$ cat config.mk
export PLATFORM = sky130hd
export DESIGN_NAME = bfms_min_scan
export DESIGN_NICKNAME = d
export VERILOG_FILES = /design/src/rtl/bfms_min_scan.sv
export SDC_FILE = /design/constraint.sdc
export NUM_CORES = 1
export LEC_CHECK = 0
export BUFFER_PORTS_ARGS = -buffer_cell sky130_fd_sc_hd__buf_2
export CAP_MARGIN = 5
export CORE_MARGIN = 2
export CORE_UTILIZATION = 30
export CTS_CLUSTER_SIZE = 12
export DETAILED_ROUTE_END_ITERATION = 16
export PLACE_DENSITY = 0.61
export REMOVE_ABC_BUFFERS = 1
export SETUP_SLACK_MARGIN = 0.02
export SLEW_MARGIN = 20
export SYNTH_ARGS = -nofsm -noshare
export SYNTH_HDL_FRONTEND = slang
export SYNTH_SLANG_ARGS = --single-unit
$ cat constraint.sdc
create_clock -name clock -period 8.29 [get_ports clock]
set_input_delay 0.829 -clock clock [delete_from_list [all_inputs] [get_ports clock]]
set_output_delay 0.829 -clock clock [all_outputs]
set_load 0.005 [all_outputs]
$ cat src/rtl/bfms_min_scan.sv
// Running minimum tracker for the histogram scan.
// Keeps the smallest nonzero count seen so far; later bins win ties.
// No dependencies.
module bfms_min_scan #(
   parameter int IDX_W = 8,
   parameter int CNT_W = 16
) (
   input  logic             clock,
   input  logic             reset,
   input  logic             start,
   input  logic             in_vld,
   input  logic [IDX_W-1:0] in_idx,
   input  logic [CNT_W-1:0] in_cnt,
   output logic             found,
   output logic [IDX_W-1:0] best_idx,
   output logic [CNT_W-1:0] best_cnt
);

   logic             found_ff;
   logic [IDX_W-1:0] best_idx_ff;
   logic [CNT_W-1:0] best_cnt_ff;
   logic             take;

   // A bin replaces the best one if it is nonzero and not larger.
   assign take = in_vld && (in_cnt != '0) && (!found_ff || (in_cnt <= best_cnt_ff));

   // Found flag is control state and is cleared at the start of each scan.
   always_ff @(posedge clock) begin
      if (reset) begin
         found_ff <= 1'b0;
      end else if (start) begin
         found_ff <= 1'b0;
      end else if (take) begin
         found_ff <= 1'b1;
      end
   end

   // Best symbol and count.
   always_ff @(posedge clock) begin
      if (take) begin
         best_idx_ff <= in_idx;
         best_cnt_ff <= in_cnt;
      end
   end

   assign found    = found_ff;
   assign best_idx = best_idx_ff;
   assign best_cnt = best_cnt_ff;

endmodule

==> impl_metrics.env, run 1 <==
export IMPL_status="complete, no violations"
export IMPL_postCtsHoldBufs=0
export IMPL_ir_worst_vdd_uv=76.04
export IMPL_clk_latency_ns=0.26
export IMPL_h_tree_depth=1
export IMPL_rows=23
export IMPL_yosysMostFrequentCell="edfxtp_1"
export IMPL_min_period_ns=3.307
export IMPL_antenna_found_initial=0
export IMPL_syn_area_sq_um=1206
export IMPL_grt_max_degree=16
export IMPL_io_pins=53
export IMPL_fin_ws_ns=4.983
export IMPL_yosysTopAreaCellShare=0.5975
export IMPL_cp_arrival_ns=3.27
export IMPL_hp_start="found"
export IMPL_layout_drive_gt1_share=0.4014
export IMPL_dieArea_sq_um=4543
export IMPL_worst_setup_path_start_kind="input port"
export IMPL_portBuffers=52
export IMPL_drt_wl_total_microns=2652
export IMPL_synth_cell_types=20
export IMPL_synth_area_leader_cell="edfxtp_1"
export IMPL_clk_pin_slew_ns=0.09
export IMPL_clock_skew_final_ns=0.007907
export IMPL_synthTopCellsByArea="edfxtp_1, ha_1, inv_1, nor4_1, a21oi_1"
export IMPL_fp_dieW_microns=67.41
export IMPL_yosysWarnings=0
export IMPL_dp_hpwl_microns=2188
export IMPL_drt_vias_per_instance=4.574
export IMPL_relSlewSlack=0.5508
export IMPL_critPathRequiredTime_ns=8.25
export IMPL_tritoncts="done"
export IMPL_seq_area_frac_synth=0.6141
export IMPL_fp_dieH_microns=67.41
export IMPL_synthCells=90
export IMPL_fin_nets=192
export IMPL_timing_rr_start="best_cnt[13]"
export IMPL_antenna_diode_count=0
export IMPL_tightest_slew_ns=0.6717
export IMPL_drc=0
export IMPL_clock_path_buffers=2
export IMPL_rsz0062_at_grt="false"
export IMPL_setup_viol_count_final=0
export IMPL_fin_crit_sh=0.3989
export IMPL_synth_top_cells_by_count="edfxtp_1, ha_1, inv_1, a21oi_1, nor4_1"
export IMPL_place_congestion=0.7703
export IMPL_async_flop_share=0
export IMPL_drtIter0Drc=34
export IMPL_critPathCaptureType="register"
export IMPL_leakage_uw=0.0007501
export IMPL_cts_buffers=3
export IMPL_post_cts_setup_buffers=0
export IMPL_clock_sinks=25
export IMPL_place_ws_ns=4.694
export IMPL_grt_use_total=0.1226
export IMPL_area_delta_synth_final_pct=31.95
export IMPL_routedWlPerCell_microns=13.46
export IMPL_path_class="in2reg"
export IMPL_setup_tns_ns=0
export IMPL_syn_area_per_cell_sq_um=13.40
export IMPL_critPathLaunch="in_cnt[13]"
export IMPL_grt_pass1_vias=897
export IMPL_fmax_mhz=302.4
export IMPL_drt_pre_antenna_iters=4
export IMPL_register_area_sq_um=740.7
export IMPL_hold_path_class="reg2reg"
export IMPL_multi_input_area_sq_um=411.6
export IMPL_finalHoldViolCount=0
export IMPL_synth_edf_count=24
export IMPL_vias=901
export IMPL_fillCellCount=386
export IMPL_cts_root_buf="clkbuf_8"
export IMPL_ys_seq_elements=25
export IMPL_power_density_nw_per_um2=164.7
export IMPL_synth_ff_type="edfxtp_1"
export IMPL_overflow=0
export IMPL_ant_nets=0
export IMPL_start_util=0.3059
export IMPL_core_sq_um=3943
export IMPL_cts_resized=0
export IMPL_max_cap_violations=0
export IMPL_drv_slew=0
export IMPL_crit_fanout=15
export IMPL_grt_pass1_wl_microns=4057
==> per-stage QoR <==
step / power, uW / instance area [sq um] / util / hold slack (ns) / cells
after floorplan: 171.8 / 1206 / - / 0.5080 / 90
after global placement: 192.3 / 1543 / 0.3913 / 0.5472 / 193
after detailed placement: 193.4 / 1543 / 0.3913 / 0.5428 / 193
after CTS: 267.6 / 1592 / 0.4037 / 0.5616 / 197
after global routing: 278.4 / 1592 / 0.4037 / 0.6200 / 197
final: 262.1 / 1592 / 0.4037 / 0.5679 / 197
==> metal layers <==
metal / up-vias / GRT usage / part of all wire
li1: 452 / - / -
met1: 420 / 0.1474 / 0.43
met2: 25 / 0.2129 / 0.51
met3: 4 / 0.02833 / 0.048
met4: 0 / 0.04592 / 0.015
met5: - / 0 / 0
==> state kept, by name, summed over array words and instances (netlist names) <==
name and flops:
best_cnt 16, best_idx 8, found 1
==> critical path, stage by stage <==
cell	delay (ns)
buf_2	0.11
ha_1	0.31
a21o_1	0.16
a21o_1	0.18
a2111oi_2	0.33
or3b_1	0.40
a31oi_2	0.60
buf_4	0.35
==> layout by cell type, fill, tap and decap left out <==
| cell type | count |
|---|---|
| nand2_1 | 4 |
| a2111oi_0 | 1 |
| nor4_1 | 5 |
| a21oi_1 | 6 |
| or4_1 | 1 |
| o211ai_1 | 1 |
| or3b_1 | 1 |
| nor2_1 | 1 |
| a2111oi_2 | 1 |
| edfxtp_1 | 24 |
| dfxtp_1 | 1 |
| nand4_1 | 3 |
| a21o_1 | 3 |
| buf_4 | 1 |
| clkbuf_8 | 3 |
| nor3_1 | 2 |
| nand3_1 | 1 |
| nor2b_1 | 1 |
| inv_1 | 16 |
| buf_2 | 52 |
| and4_1 | 1 |
| ha_1 | 16 |
| clkinvlp_4 | 1 |
| a31oi_2 | 1 |
==> final cells by class <==
class                           instances  area share
Clock buffer                            3     0.02594
Clock inverter                          1    0.004717
Inverter                               16     0.03774
Multi-Input combinational cell         49      0.2586
Sequential cell                        25      0.4654
Tap cell                               50     0.03931
Timing Repair Buffer                   53      0.1682
==> cells by family (layout without fill, tap and decap cells) <==
kind of cell / after synthesis / after routing / share of synthesized area
fa+ha+maj: 16 / 16 / 0.1660
buf+inv: 16 / 73 / 0.04979
simple gates: 20 / 20 / 0.09544
flops: 25 / 25 / 0.6141
compound gates: 13 / 13 / 0.07469
==> worst paths after layout <==
kind            endpoint  slack [ns]  cells past startpoint
max          best_idx[7]        4.98                      8
min                found        0.57                      2
max reg2reg  best_idx[7]        5.27                      8
min reg2reg        found        0.57                      2
==> report_power, final <==
| part | internal (uW) | total, uW | switching (uW) |
|---|---|---|---|
| clock network | 34.0 | 72.3 | 38.3 |
| registers | 147 | 150 | 3.13 |
| logic | 18.5 | 39.4 | 20.9 |
Note: power is estimated with default switching activity, not from simulation.
==> inputs of run 2 (changes only) <==
--- a/config.mk
+++ b/config.mk
@@ -5,13 +5,14 @@
 export SDC_FILE = /design/constraint.sdc
 export NUM_CORES = 1
 export LEC_CHECK = 0
+export ABC_AREA = 1
 export BUFFER_PORTS_ARGS = -buffer_cell sky130_fd_sc_hd__buf_2
 export CAP_MARGIN = 5
 export CORE_MARGIN = 2
 export CORE_UTILIZATION = 30
 export CTS_CLUSTER_SIZE = 12
 export DETAILED_ROUTE_END_ITERATION = 16
-export PLACE_DENSITY = 0.61
+export PLACE_DENSITY = 0.62
 export REMOVE_ABC_BUFFERS = 1
 export SETUP_SLACK_MARGIN = 0.02
 export SLEW_MARGIN = 20
==> constraint.sdc (replaced) <==
create_clock -name clock -period 2.69 [get_ports clock]
set_input_delay 0.269 -clock clock [delete_from_list [all_inputs] [get_ports clock]]
set_output_delay 0.269 -clock clock [all_outputs]
set_load 0.005 [all_outputs]
==> run 2 against run 1 <==
Net effect:
- synthesized area is 5.3% higher
- core utilization grew 0.78 points
- total power rose to 3.1 times the previous value
- flip-flop and latch count stayed put
- critical path depth is 1 higher
- sequential power rose to 3.1 times the previous value
- die area up 5.0%
- highest routed layer unchanged
- via count is 3.8% higher
- first-iteration DRC count up 2.9%
==> impl_metrics.env, run 2 <==
export IMPL_critPathCaptureType="register"
export IMPL_grt_busiest_layer="met2"
export IMPL_yosysMostFrequentCell="edfxtp_1"
export IMPL_min_path_cells=1
export IMPL_drt_pre_antenna_iters=4
export IMPL_grt_max_degree=15
export IMPL_clk_pin_slew_ns=0.09
export IMPL_setup_viol_count_final=0
export IMPL_clk_latency_ns=0.27
export IMPL_yosysTopAreaCellShare=0.5675
export IMPL_synthTopCellsByArea="edfxtp_1, ha_1, inv_1, nand2_1, a21oi_1"
export IMPL_fin_nets=216
export IMPL_syn_area_per_cell_sq_um=11.24
export IMPL_io_pins=53
export IMPL_layout_drive_gt1_share=0.3860
export IMPL_cts_resized=0
export IMPL_gr_usage_met3=0.01901
export IMPL_place_congestion=0.6908
export IMPL_clock_path_buffers=2
export IMPL_dpl_instance_area_sq_um=1612
export IMPL_synth_cell_types=19
export IMPL_fmax_mhz=549.8
export IMPL_synthCells=113
export IMPL_rows=23
export IMPL_status="complete, no violations"
export IMPL_cp_arrival_ns=1.79
export IMPL_drt_wl_total_microns=2506
export IMPL_drtIter0Drc=35
export IMPL_postCtsHoldBufs=0
export IMPL_power_density_nw_per_um2=491.6
export IMPL_rsz0062_at_grt="false"
export IMPL_fp_dieH_microns=69.07
export IMPL_r2r_end="best_cnt[13]"
export IMPL_synth_edf_count=24
export IMPL_dp_cells=217
export IMPL_clock_sinks=25
export IMPL_cts_root_buf="clkbuf_8"
export IMPL_ff2ff_setup_slack_ns=0.87
export IMPL_leakage_uw=0.0008217
export IMPL_crit_fanout=12
export IMPL_overflow=0
export IMPL_r2r_cells=9
export IMPL_use_met2=0.1709
export IMPL_cts_buffers=3
export IMPL_finalHoldViolCount=0
export IMPL_critPathRequiredTime_ns=2.66
export IMPL_tritoncts="done"
export IMPL_layout_cells_non_filler=221
export IMPL_post_cts_setup_buffers=0
export IMPL_ys_seq_elements=25
export IMPL_fin_crit_sh=0.6761
export IMPL_drt_vias_per_instance=4.231
export IMPL_synth_ff_type="edfxtp_1"
export IMPL_syn_area_sq_um=1270
export IMPL_path_class="reg2reg"
export IMPL_tightest_slew_ns=0.2330
export IMPL_layout_commonest_cell="buf_2"
export IMPL_drc=0
export IMPL_min_period_ns=1.819
export IMPL_setup_tns_ns=0
export IMPL_seq_area_frac_synth=0.5833
export IMPL_h_tree_depth=1
export IMPL_relSlewSlack=0.8435
export IMPL_routedWlPerCell_microns=11.34
export IMPL_start_util=0.3152
export IMPL_grt_pass1_vias=903
export IMPL_dp_hpwl_microns=2125
export IMPL_use_met1=0.1427
export IMPL_synth_top_cells_by_count="edfxtp_1, inv_1, nand2_1, ha_1, nor2_1"
export IMPL_clock_skew_final_ns=0.002578
export IMPL_grt_use_total=0.1063
export IMPL_hold_path_class="in2reg"
export IMPL_worst_setup_path_start_kind="register"
export IMPL_final_cell_mix="buf_2, edfxtp_1, inv_1, nand2_1, ha_1"
export IMPL_ir_worst_vdd_uv=192.9
export IMPL_grt_pass1_wl_microns=4084
export IMPL_portBuffers=52
export IMPL_power_uw=814.9
export IMPL_max_cap_violations=0
export IMPL_stdcell_area_sq_um=1658
export IMPL_async_flop_share=0
export IMPL_holdWs_ns=0.1725
export IMPL_vias=935
export IMPL_timing_rr_start="best_cnt[7]"
export IMPL_dieArea_sq_um=4770
export IMPL_antenna_found_initial=0
export IMPL_drv_slew=0
export IMPL_fp_dieW_microns=69.07
export IMPL_hold_end="best_idx[7]"
export IMPL_area_delta_synth_final_pct=30.54
export IMPL_hp_start="in_idx[7]"
export IMPL_yosysWarnings=0
export IMPL_synth_area_leader_cell="edfxtp_1"
export IMPL_ant_nets=0
export IMPL_core_sq_um=4029
export IMPL_largest_register_ffs=16
export IMPL_antenna_diode_count=0
[run 2: cell count changes in the layout (fill, tap and decap cells not counted), sizes merged, moves of 2 or more]
| cell | before | now |
|---|---|---|
| nand2 | 4 | 21 |
| nor2 | 1 | 9 |
| inv | 16 | 22 |
| nor4 | 5 | 1 |
| or2 | 0 | 4 |
| a2111oi | 2 | 0 |
| a21o | 3 | 1 |
| a21oi | 6 | 8 |
| nand4 | 3 | 1 |
[run 2: worst max path at each step]
stage	start	to	slack [ns]	depth (start not counted)
3_5_place_dp	in_cnt[7]	best_cnt[9]	0.84	9
3_3_place_gp	in_cnt[7]	best_idx[3]	0.86	9
4_1_cts	best_cnt[7]	best_idx[1]	0.83	9
5_1_grt	best_cnt[5]	best_cnt[12]	0.72	10
6_report	best_cnt[7]	best_cnt[13]	0.87	9
2_1_floorplan	best_cnt[7]	best_cnt[0]	-0.0007	8
[run 2: logic make-up (layout without fill, tap and decap cells)]
group / count (synthesis) / count (layout) / synth area share
AO/OA/AOI/OAI: 10 / 10 / 0.04433
flip-flops: 25 / 25 / 0.5833
AND/OR/NAND/NOR: 40 / 40 / 0.1498
adder cells (fa/ha/maj): 16 / 16 / 0.1576
buffers and inverters: 22 / 80 / 0.06503
[run 2: layer usage]
metal  wire length [microns]  share of wire
met4                       9         0.0036
met5                       0              0
met3                      95          0.038
met1                    1180           0.47
met2                    1220           0.49
[run 2: critical path, stage by stage (launching register included)]
cell      delay (ns)
edfxtp_1        0.35
inv_1           0.05
ha_1            0.28
nand2_1         0.07
nor2_1          0.14
nand4_1         0.11
nor2_1          0.10
nor2_1          0.05
a21oi_2         0.15
buf_4           0.22
[run 2: area by class of cell]
| cell class | instances | area [sq um] |
|---|---|---|
| fill | 433 | 2371 |
| inverter | 22 | 82.58 |
| sequential | 25 | 740.7 |
| clock inverter | 1 | 5.005 |
| multi-input combinational | 66 | 450.4 |
| clock buffer | 3 | 41.29 |
| timing repair buffer | 54 | 275.3 |
| tap | 50 | 62.56 |
[run 2: stage by stage]
| step | util | setup slack [ns] |
|---|---|---|
| after floorplan | - | -0.0007336 |
| after global placement | 0.4000 | 0.8632 |
| after detailed placement | 0.4000 | 0.8354 |
| after CTS | 0.4115 | 0.8281 |
| after global routing | 0.4115 | 0.7185 |
| final | 0.4115 | 0.8712 |
[run 2: power by group]
part           total [uW]  switching, uW  internal (uW)
Combinational         131           69.9           61.3
Sequential            464           9.67            454
Clock                 220            116            103
Total                 815            196            619
==> inputs of run 3 (changes only) <==
--- a/config.mk
+++ b/config.mk
@@ -5,14 +5,14 @@
 export SDC_FILE = /design/constraint.sdc
 export NUM_CORES = 1
 export LEC_CHECK = 0
-export ABC_AREA = 1
+export ABC_AREA = 0
 export BUFFER_PORTS_ARGS = -buffer_cell sky130_fd_sc_hd__buf_2
 export CAP_MARGIN = 5
 export CORE_MARGIN = 2
 export CORE_UTILIZATION = 30
 export CTS_CLUSTER_SIZE = 12
 export DETAILED_ROUTE_END_ITERATION = 16
-export PLACE_DENSITY = 0.62
+export PLACE_DENSITY = 0.63
 export REMOVE_ABC_BUFFERS = 1
 export SETUP_SLACK_MARGIN = 0.02
 export SLEW_MARGIN = 20
==> constraint.sdc (replaced) <==
create_clock -name clock -period 1.5 [get_ports clock]
set_input_delay 0.15 -clock clock [delete_from_list [all_inputs] [get_ports clock]]
set_output_delay 0.15 -clock clock [all_outputs]
set_load 0.005 [all_outputs]
==> run 3 against run 2 <==
Net effect:
- the run now ends with negative setup slack left
- total power up 90%
- clock skew about the same
- flip-flop and latch count unchanged
- global-route usage up 2.5 points
- wire length up 17%
==> impl_metrics.env, run 3 (synthesized netlist as in run 1, its figures left out) <==
export IMPL_status="finished with violations"
export IMPL_violations="negative setup slack"
export IMPL_fp_dieW_microns=67.41
export IMPL_cts_buffers=3
export IMPL_worst_path_stages=8
export IMPL_dpl_instance_area_sq_um=1790
export IMPL_setup_viol_count_final=24
export IMPL_hold_path_class="in2reg"
export IMPL_final_cell_mix="buf_2, buf_4, edfxtp_1"
export IMPL_h_tree_depth=1
export IMPL_dp_cells=226
export IMPL_clk_pin_slew_ns=0.08
export IMPL_tightest_slew_ns=0.6020
export IMPL_tritoncts="done"
export IMPL_internal_power_uw=1182
export IMPL_core_sq_um=3943
export IMPL_cp_top_family="compound AO/OA/AOI/OAI gates"
export IMPL_finalHoldViolCount=0
export IMPL_fin_crit_sh=1.667
export IMPL_ant_nets=0
export IMPL_fp_dieH_microns=67.41
export IMPL_drt_vias_per_instance=4.545
export IMPL_netSwitchingFraction=0.2365
export IMPL_min_path_cells=2
export IMPL_max_cap_violations=0
export IMPL_drt_wl_total_microns=2936
export IMPL_largest_register_ffs=16
export IMPL_power_uw=1548
export IMPL_r2r_cells=8
export IMPL_clk_latency_ns=0.27
export IMPL_drv_slew=0
export IMPL_fillCellCount=366
export IMPL_power_density_nw_per_um2=810.0
export IMPL_grt_max_degree=15
export IMPL_stdcell_area_sq_um=1911
export IMPL_path_class="reg2reg"
export IMPL_worst_setup_path_start_kind="register"
export IMPL_multi_input_area_sq_um=447.9
export IMPL_place_ws_ns=-1.042
export IMPL_crit_top_cell="a21o_1"
export IMPL_leakage_uw=0.0009322
export IMPL_clockPowerShare=0.254
export IMPL_overflow=0
export IMPL_ir_worst_vdd_uv=408.0
export IMPL_cp_cell_sequence="inv_2 > ha_4 > a21o_1 > a21o_1 > a2111oi_4 > or3b_4 > a31oi_4 > buf_6"
export IMPL_grt_pass1_wl_microns=4347
export IMPL_antenna_diode_count=0
export IMPL_fmax_mhz=399.9
export IMPL_place_congestion=0.8514
export IMPL_drt_pre_antenna_iters=4
export IMPL_min_period_ns=2.500
export IMPL_layout_drive_gt1_share=0.5355
export IMPL_rsz0062_at_grt="true"
export IMPL_power_frac_comb=0.208
export IMPL_relSlewSlack=0.5883
export IMPL_register_area_sq_um=740.7
export IMPL_drtIter0Drc=9
export IMPL_layout_cells_non_filler=233
export IMPL_p_sw_uw=366.0
export IMPL_fin_ws_ns=-1.000
export IMPL_crit_slowest_cell="or3b_4"
export IMPL_fin_nets=228
export IMPL_io_pins=53
export IMPL_layout_commonest_cell="buf_2"
export IMPL_clock_skew_final_ns=0.002321
export IMPL_cp_num_buf_inv=2
export IMPL_area_delta_synth_final_pct=58.40
export IMPL_cts_root_buf="clkbuf_8"
export IMPL_p_seq_frac=0.538
export IMPL_clock_sinks=25
export IMPL_grt_pass1_vias=1040
export IMPL_drc=0
export IMPL_portBuffers=52
export IMPL_max_stage_delay_ns=0.43
export IMPL_dieArea_sq_um=4543
export IMPL_routedWlPerCell_microns=12.60
export IMPL_dp_hpwl_microns=2388
export IMPL_postLayoutCoreUtil=0.4846
export IMPL_rows=23
export IMPL_critPathCaptureType="register"
export IMPL_vias=1059
export IMPL_crit_fanout=7
export IMPL_clock_path_buffers=2
export IMPL_antenna_found_initial=0
export IMPL_critPathRequiredTime_ns=1.49
export IMPL_grt_use_total=0.1313
export IMPL_cp_arrival_ns=2.49
export IMPL_start_util=0.3059
-- run 3: cell types whose count changed in the layout (fill, tap and decap cells not counted), sizes merged, moves of 4 or more --
cell and delta:
buf +35, nand2 -17, nor2 -8, inv -6
nor4 +4, or2 -4
-- run 3: repair_timing --
item	4_1_cts	5_1_grt
buffers inserted	0	1
resized for setup	10	1
endpoints found under the hold margin	0	0
gates cloned	2	0
pin swaps	3	4
hold buffers	0	0
setup endpoints to repair	24	24
-- run 3: layer usage --
layer | vias up | GRT usage | share of wire
li1 | 529 | - | -
met1 | 492 | 0.1492 | 0.41
met2 | 32 | 0.2351 | 0.52
met3 | 6 | 0.01667 | 0.045
met4 | 0 | 0.07653 | 0.021
met5 | - | 0 | 0
-- run 3: final timing paths --
path / start / to / slack (ns)
setup / recovery: best_cnt[13] / best_idx[0] / -1.00
hold / removal: reset / found / 0.04
setup reg to reg: best_cnt[13] / best_idx[0] / -1.00
hold reg to reg: found / found / 0.59
-- run 3: layout make-up --
class,instances,area share
sequential,25,0.3877
timing repair buffer,89,0.2895
multi-input combinational,49,0.2344
tap,50,0.03274
inverter,16,0.03143
clock buffer,3,0.02161
clock inverter,1,0.002620
-- run 3: through the flow --
step                setup TNS [ns]  hold WS, ns
floorplan                   -45.45       0.2268
global placement            -22.77       0.3110
detailed placement          -24.72       0.3253
CTS                         -22.88      0.03137
global route                -24.89      0.03000
finish                      -23.75      0.03515
-- run 3: power groups by stage --
stage	clock (uW)	sequential (uW)	combinational (uW)
floorplan	0	853	96.5
global placement	0	848	283
global route	435	837	354
CTS	413	834	316
finish	393	833	321
detailed placement	0	848	291
